**config.mk**
```make
export PLATFORM = sky130hd
export DESIGN_NAME = anc_ram
export DESIGN_NICKNAME = d
export VERILOG_FILES = /design/src/sv/anc_ram.sv
export SDC_FILE = /design/constraint.sdc
export NUM_CORES = 1
export LEC_CHECK = 0
export BUFFER_PORTS_ARGS = -buffer_cell sky130_fd_sc_hd__buf_2
export CAP_MARGIN = 25
export CORE_ASPECT_RATIO = 0.6
export CORE_MARGIN = 2
export CORE_UTILIZATION = 50
export DETAILED_ROUTE_END_ITERATION = 16
export PLACE_DENSITY = 0.73
export SLEW_MARGIN = 10
export SYNTH_ARGS = -nofsm -noshare
export SYNTH_HDL_FRONTEND = slang
export SYNTH_SLANG_ARGS = --single-unit
```
**constraint.sdc**
```tcl
create_clock -name clock -period 3.56 [get_ports clock]
set_clock_uncertainty 0.1 [all_clocks]
set_input_delay 0.712 -clock clock [delete_from_list [all_inputs] [get_ports clock]]
set_output_delay 0.712 -clock clock [all_outputs]
set_load 0.05 [all_outputs]
```
**src/sv/anc_ram.sv**
```systemverilog
// Generic single-write, single-read RAM with registered read data.
// No dependencies.
`default_nettype none

module anc_ram #(
   parameter int WIDTH = 8,
   parameter int DEPTH = 64
) (
   input  wire logic                     clock,
   input  wire logic                     we,
   input  wire logic [$clog2(DEPTH)-1:0] waddr,
   input  wire logic [WIDTH-1:0]         wdata,
   input  wire logic [$clog2(DEPTH)-1:0] raddr,
   output logic      [WIDTH-1:0]         rdata
);

   logic [WIDTH-1:0] mem [DEPTH];

   always_ff @(posedge clock) begin
      if (we) begin
         mem[waddr] <= wdata;
      end
      rdata <= mem[raddr];
   end

endmodule

`default_nettype wire

```
==> Word-level counts from Yosys, hierarchy flattened <==
Memories as Yosys holds them, arrays and structs flattened. A register that Yosys moved wholly into a read port is not among the register bits.
Cells that the tools add are included.
{ "word_totals": {"inputBits": 22, "romBits": 0, "latchBits": 0, "memories": 1, "register_bits": 0, "elab_cells": 3, "mem_bits_rw": 512} }
{ "op_classes": {"div": 0, "reduce_logical": 0, "bitwise": 0, "mux": 2, "n_mul": 0, "n_shift": 0, "magnitude_cmp": 0, "eq_ne": 0, "add_sub_neg": 0} }
{ "memory_table": {"columns": ["memory", "depth", "width", "rd", "rd_clocked_by_memory_dff", "wr", "line", "rtl"], "rows": [
  ["mem", 64, 8, 1, 1, 1, "17", "logic [WIDTH-1:0] mem [DEPTH];"]
]} }
{ "op_table": {"columns": ["cell", "count"], "rows": [
  ["1-bit two-way mux", 2]
]} }

==> Depth between registers and ports, before layout <==
Gate-level depths: netlist (run 1).
{ "depth": {"word_depth": 2, "ltp_mapped": 9, "depth_no_buf": 5} }

==> Least setup slack after synthesis (run 1) <==
Ideal clock, no wire load.
{ "synth_timing": {"path_kind": "input -> register", "startpoint": "in raddr[1]", "endpoint": "reg rdata[3], read port of mem", "path_stages": 7, "required_ns": 3.332, "setup_slack_ns": 1.080, "path_buffers": 3, "setup_time_ns": 0.128, "arrival_ns": 2.252, "path_cell_list": "buf_4 -> buf_2 -> buf_2 -> mux4_2 -> mux4_2 -> o21ai_1 -> o41ai_1"} }
{ "synth_rtl": {"columns": ["element", "line", "rtl"], "rows": [
  ["from (decl)", "13", "input wire logic [$clog2(DEPTH)-1:0] raddr,"],
  ["to (decl)", "14", "output logic [WIDTH-1:0] rdata"]
]} }

==> results of run 1 <==
==> sequential cells by signal, summed over array words and instances (netlist names) <==
register	cells
rdata	8
mem	512
==> worst paths after layout <==
kind         cells past startpoint                   end                 start
min                              1  mem[61][4]$_DFFE_PP_              wdata[4]
max                              8      rdata[3]$_DFF_P_              raddr[0]
min reg2reg                      3      rdata[4]$_DFF_P_  mem[30][4]$_DFFE_PP_
max reg2reg                      5      rdata[4]$_DFF_P_  mem[16][4]$_DFFE_PP_
==> worst max-delay path: cells and delay by family <==
family	cells	cell delay [ns]
AO/OA/AOI/OAI	2	0.51
buffers and inverters	5	1.19
multiplexers	1	0.51
==> power by group <==
part | leakage [nW] | internal, mW | switching, mW | total [mW]
sequential | 4.67 | 6.77 | 0.0227 | 6.79
clock | 0.668 | 2.56 | 2.12 | 4.67
combinational | 1.96 | 0.257 | 0.437 | 0.694
total | 7.30 | 9.58 | 2.58 | 12.2
==> cells by family after synthesis <==
group | count (synthesis) | synth area share
DFF | 520 | 0.770
muxes | 162 | 0.159
and+or+nand+nor | 153 | 0.0339
AOI/OAI and AO/OA | 54 | 0.0207
buffers and inverters | 51 | 0.0157
==> layer usage <==
| metal | vias up | share of wire |
|---|---|---|
| met5 | - | 0.00028 |
| met4 | 2 | 0.010 |
| met3 | 44 | 0.11 |
| met2 | 522 | 0.43 |
| met1 | 5312 | 0.44 |
| li1 | 4191 | - |
==> layout make-up <==
| cell class | count | area [µm²] | area share |
|---|---|---|---|
| well taps | 522 | 653 | 0.0286 |
| flip-flops and latches | 520 | 15500 | 0.679 |
| multi-input cells | 369 | 4320 | 0.189 |
| repair buffers | 133 | 1000 | 0.0437 |
| clock buffers | 57 | 1170 | 0.0512 |
| clock inverters | 24 | 201 | 0.00881 |
==> metrics by stage <==
stage / cells / hold WS (ns) / util
after global placement: 1542 / 0.706 / 0.545
final: 1625 / 0.492 / 0.581
after detailed placement: 1543 / 0.723 / 0.546
after floorplan: 940 / 0.618 / -
after global routing: 1625 / 0.493 / 0.581
after CTS: 1624 / 0.470 / 0.581
==> placed cells by master (no fill, tap or decap), drive strengths merged, types with 3 or more instances in the layout <==
master,n
mux2i,23
nand2,19
o2bb2ai,3
mux4,126
edfxtp,512
clkinv,17
nor2,83
nand3,13
dfxtp,8
a221oi,6
nor3,7
o21ai,4
a21oi,3
bufinv,3
a211oi,4
a22oi,3
nand2b,7
o221ai,8
nor2b,14
o22ai,8
nand3b,3
clkbuf,59
mux2,13
buf,131
o2111ai,3
==> impl_results.md, run 1 <==
- WL final: 46.3 mm
- Library cells used by synthesis: 40
- DRC viols: 0
- Die Area: 42000 µm²
- Synth top area share: 0.762
- Peak supply drop: 0.404 mV
- Vias: 10100
- Final min period: 2.63 ns
- Syn Area/Cell: 21.5 µm²
- Rows: 56
- Startpoint type of the worst setup path: input pin
- Fill cell count: 2832
- Post-synth EDFFs: 512
- GR Layer Usage met1: 0.359
- Worst-path maximum fanout: 28
- Max H-tree Level: 2
- CP max-delay cell: mux4_2
- Worst slew pin tran: 0.809 ns
- Final hold violations: 0
- Synth Flop Type: edfxtp_1
- Top achievable clock speed: 381 MHz
- Die height: 160 µm
- Place WS: -0.0964 ns
- Drt first pass iters: 7
- Max-slew violations: 0
- Cell accounting for the most synthesized area: edfxtp_1
- Vias per inst: 6.20
- Setup TNS: 0 ns
- Pwr dens: 532 nW/µm²
- Core area: 39400 µm²
- Setup ws final: 0.934 ns
- Largest net degree at the start of global routing: 65
- Synth warnings: 0
- RSZ-0062 raised after global routing: false
- Reg2reg setup slack: 1.42 ns
- Post-CTS Setup Bufs: 0
- Crit path largest cell delay: 0.51 ns
- Worst Hold Class: in2reg
- Num CTS Buffers: 45
- Avg WL per Cell: 28.5 µm
- FF+latch count, synth: 520
- Post-route ant nets: 0
- Post-DP HPWL: 29.8 mm
- Clock Latency Late Sink: 0.57 ns
- Routability cong.: 0.862
- Final Cell Area: 22900 µm²
- Share of layout cells above drive strength 1: 0.304
- Clk slew on worst S/H paths: 0.06 ns
- Busiest grt layer: met1
- Max cap viols: 0
- IO Count: 30
- Part of the cycle the worst path needs: 0.738
- NumNets Final: 1091
- Gate Count Post-Synth: 940
- Cell Chain, Critical Path: clkbuf_8 -> buf_12 -> buf_4 -> mux4_2 -> a2111oi_0 -> clkbuf_2 -> buf_4 -> o41ai_1
- Crit path DAT: 2.96 ns
- CTS Hold Bufs: 0
- CTS tree: yes
- Global-route wire length before repair: 68.4 mm
- Status: complete, no violations
- Met2 global-route usage: 0.315
- Area contributors post-synth: edfxtp_1 76%, mux4_2 14%, nor2_1 1.5%, mux2i_1 1.1%, dfxtp_1 0.79%
- Post-Syn Area: 20200 µm²
- Total power: 12.2 mW
- Starting Density: 0.512
- Crit path top cell by count: buf_4
- Async S/R FF share, synth: 0
- Area Overhead vs Synth: 13.4%
- Initial DRC Count: 1378
- Setup CP Type: in2reg
- Clock Sinks: 520
- Placement Cell Area: 21500 µm²
- Sequential area share after synthesis: 0.770
- Die X: 263 µm
- Cell with the most instances after synthesis: edfxtp_1
- Number of global-route vias before repair: 9897
- Root Driver: clkbuf_16
- Buffers on Ports: 29
- Post-synthesis net count: 962
- GR Util All Layers: 0.224
- CTS resizes: 0
- Synth cell count leaders: 512 x edfxtp_1, 126 x mux4_2, 83 x nor2_1, 23 x mux2i_1, 19 x nand2_1
- Overflow after GRT: 0
- Worst endpoint required time: 3.89 ns
- P_leak: 7.30 nW
- # diodes: 0
- Initial antenna violation count: 1
- Crit path capture type: flip-flop
- Final Setup Violations: 0
- Met3 Use GR: 0.0592
- CTS Buffer Depth: 3
- Worst slew margin: 0.459
(Power assumes the default switching activity.)
==> run 2: changes to the inputs <==
Settings changed: PLACE_DENSITY 0.73 to 0.75.
Clock period 3.56 ns to 2.4 ns, I/O delays scaled along.
==> impl_results.md, run 2 (synthesis results as in run 1) <==
- Status: complete, no violations (unchanged)
- Layout Utilization: 0.591 (was 0.581)
- Clock Latency Late Sink: 0.57 ns (about the same)
- Busiest grt layer: met1 (unchanged)
- Die height: 160 µm (unchanged)
- Die Area: 42000 µm² (unchanged)
- Post-CTS Setup Bufs: 0 (unchanged)
- Clock Sinks: 520 (unchanged)
- Avg WL per Cell: 28.3 µm (was 28.5 µm)
- Starting Density: 0.512 (unchanged)
- Met2 global-route usage: 0.298 (was 0.315)
- Core area: 39400 µm² (unchanged)
- Initial DRC Count: 1535 (was 1378)
- Pwr dens: 778 nW/µm² (was 532 nW/µm²)
- Setup ws final: 0.256 ns (was 0.934 ns)
- Routability cong.: 0.865 (was 0.862)
- Worst-path maximum fanout: 24 (was 28)
- DRC viols: 0 (unchanged)
- Net Switching: 3.83 mW (was 2.58 mW)
- CTS Buffer Depth: 3 (unchanged)
- Worst slew margin: 0.536 (was 0.459)
- NumNets Final: 1127 (was 1091)
- Setup CP Type: in2reg (unchanged)
- Area Overhead vs Synth: 15.3% (was 13.4%)
- Worst Hold Class: in2reg (unchanged)
- Share of layout cells above drive strength 1: 0.322 (was 0.304)
- CTS Hold Bufs: 0 (unchanged)
- GR Util All Layers: 0.226 (was 0.224)
- Max cap viols: 0 (unchanged)
- Worst endpoint required time: 2.73 ns (was 3.89 ns)
- Largest net degree at the start of global routing: 65 (unchanged)
- Largest regs: mem: 512 flops, rdata: 8 flops (unchanged)
- Max reg flops: 512 (unchanged)
- GR Layer Usage met1: 0.371 (was 0.359)
- Reg with most FFs: mem (unchanged)
- RSZ-0062 raised after global routing: false (unchanged)
- Initial antenna violation count: 1 (unchanged)
- # diodes: 0 (unchanged)
- Peak supply drop: 0.501 mV (was 0.404 mV)
- IO Count: 30 (unchanged)
- Root Driver: clkbuf_16 (unchanged)
- Number of global-route vias before repair: 9992 (was 9897)
- Vias: 10200 (was 10100)
- Combinational share of power: 0.060 (was 0.057)
- Commonest non-fill, non-tap cells in the layout: 512 x edfxtp_1, 127 x buf_4, 126 x mux4_2 (was 512 x edfxtp_1, 126 x mux4_2, 100 x buf_4)
- P_int: 14.3 mW (was 9.58 mW)
- Worst slew pin tran: 0.697 ns (was 0.809 ns)
- Final Setup Violations: 0 (unchanged)
- Switching Share: 0.212 (about the same)
- WL final: 47.0 mm (was 46.3 mm)
- CTS tree: yes (unchanged)
- Die X: 263 µm (unchanged)
- Crit path DAT: 2.47 ns (was 2.96 ns)
- Top achievable clock speed: 466 MHz
- CTS resizes: 0 (unchanged)
- P_leak: 7.52 nW (was 7.30 nW)
- Buffers on Ports: 29 (unchanged)
- Overflow after GRT: 0 (unchanged)
- Flop pwr share: 0.557 (was 0.559)
- Max H-tree Level: 2 (unchanged)
- Place WS: -0.310 ns (was -0.0964 ns)
- Global-route wire length before repair: 68.6 mm (was 68.4 mm)
- Vias per inst: 6.15 (was 6.20)
- Clock Power Share: 0.383 (was 0.384)
- Met3 Use GR: 0.0612 (was 0.0592)
- Final hold violations: 0 (unchanged)
- Most common cell after layout, fill and taps aside: edfxtp_1 (unchanged)
- Drt first pass iters: 5 (was 7)
- Max-slew violations: 0 (unchanged)
- Final min period: 2.14 ns
- Total power: 18.1 mW (was 12.2 mW)
- Post-route ant nets: 0 (unchanged)
- Post-DP HPWL: 30.9 mm (was 29.8 mm)
- Num CTS Buffers: 44 (was 45)
- Part of the cycle the worst path needs: 0.894
- Clk slew on worst S/H paths: 0.07 ns (was 0.06 ns)
- Rows: 56 (unchanged)
- Crit path capture type: flip-flop (unchanged)
- Startpoint type of the worst setup path: input pin (unchanged)
[run 2: changes by cell type in the layout (fill, tap and decap cells not counted)]
cell        delta
clkinv_2       -2
clkinv_4       -1
buf_1          +1
clkbuf_2       -1
clkinvlp_4     -1
buf_4         +27
buf_12        +10
clkbuf_1       +3
[run 2: final timing paths]
kind,start,end,slack (ns),depth (start not counted)
setup reg to reg,mem[3][5]$_DFFE_PP_,rdata[5]$_DFF_P_,0.29,5
setup / recovery,raddr[0],rdata[3]$_DFF_P_,0.26,8
hold / removal,wdata[7],mem[50][7]$_DFFE_PP_,0.25,1
hold reg to reg,mem[0][7]$_DFFE_PP_,rdata[7]$_DFF_P_,0.82,4
[run 2: per-layer routing]
layer	up-vias	routed length (µm)	share of wire
met4	2	865	0.018
met5	-	13	0.00028
met2	617	19400	0.41
met1	5290	20800	0.44
li1	4243	-	-
met3	69	5950	0.13
[run 2: worst max-delay path: stages]
cell and delay (ns):
clkbuf_8 0.19, buf_12 0.23, mux4_2 0.53, nor2b_1 0.14, a2111oi_0 0.40, buf_1 0.25, buf_4 0.15, o41ai_1 0.06
[run 2: stage by stage]
stage	area, µm²	std cells	setup TNS [ns]	hold WS (ns)
2_1_floorplan	20200	940	0	0.479
3_5_place_dp	21900	1581	-1.45	0.809
5_1_grt	23300	1661	0	0.244
3_3_place_gp	21900	1580	-1.70	0.784
6_report	23300	1661	0	0.252
4_1_cts	23300	1661	0	0.235
[run 2: area by class of cell]
cell class / instances / area (µm²)
Multi-Input combinational cell: 369 / 4320
Tap cell: 522 / 653
Clock buffer: 60 / 1180
Timing Repair Buffer: 170 / 1400
Clock inverter: 20 / 175
Fill cell: 2784 / 16100
Sequential cell: 520 / 15500
[run 2: power by group through the flow]
stage | registers, mW | logic [mW] | clock network, mW
after floorplan | 10.3 | 0.536 | 0
after global placement | 10.3 | 1.06 | 0
after detailed placement | 10.3 | 1.08 | 0
after CTS | 10.1 | 1.08 | 6.99
after global routing | 10.1 | 1.15 | 7.34
final | 10.1 | 1.09 | 6.93
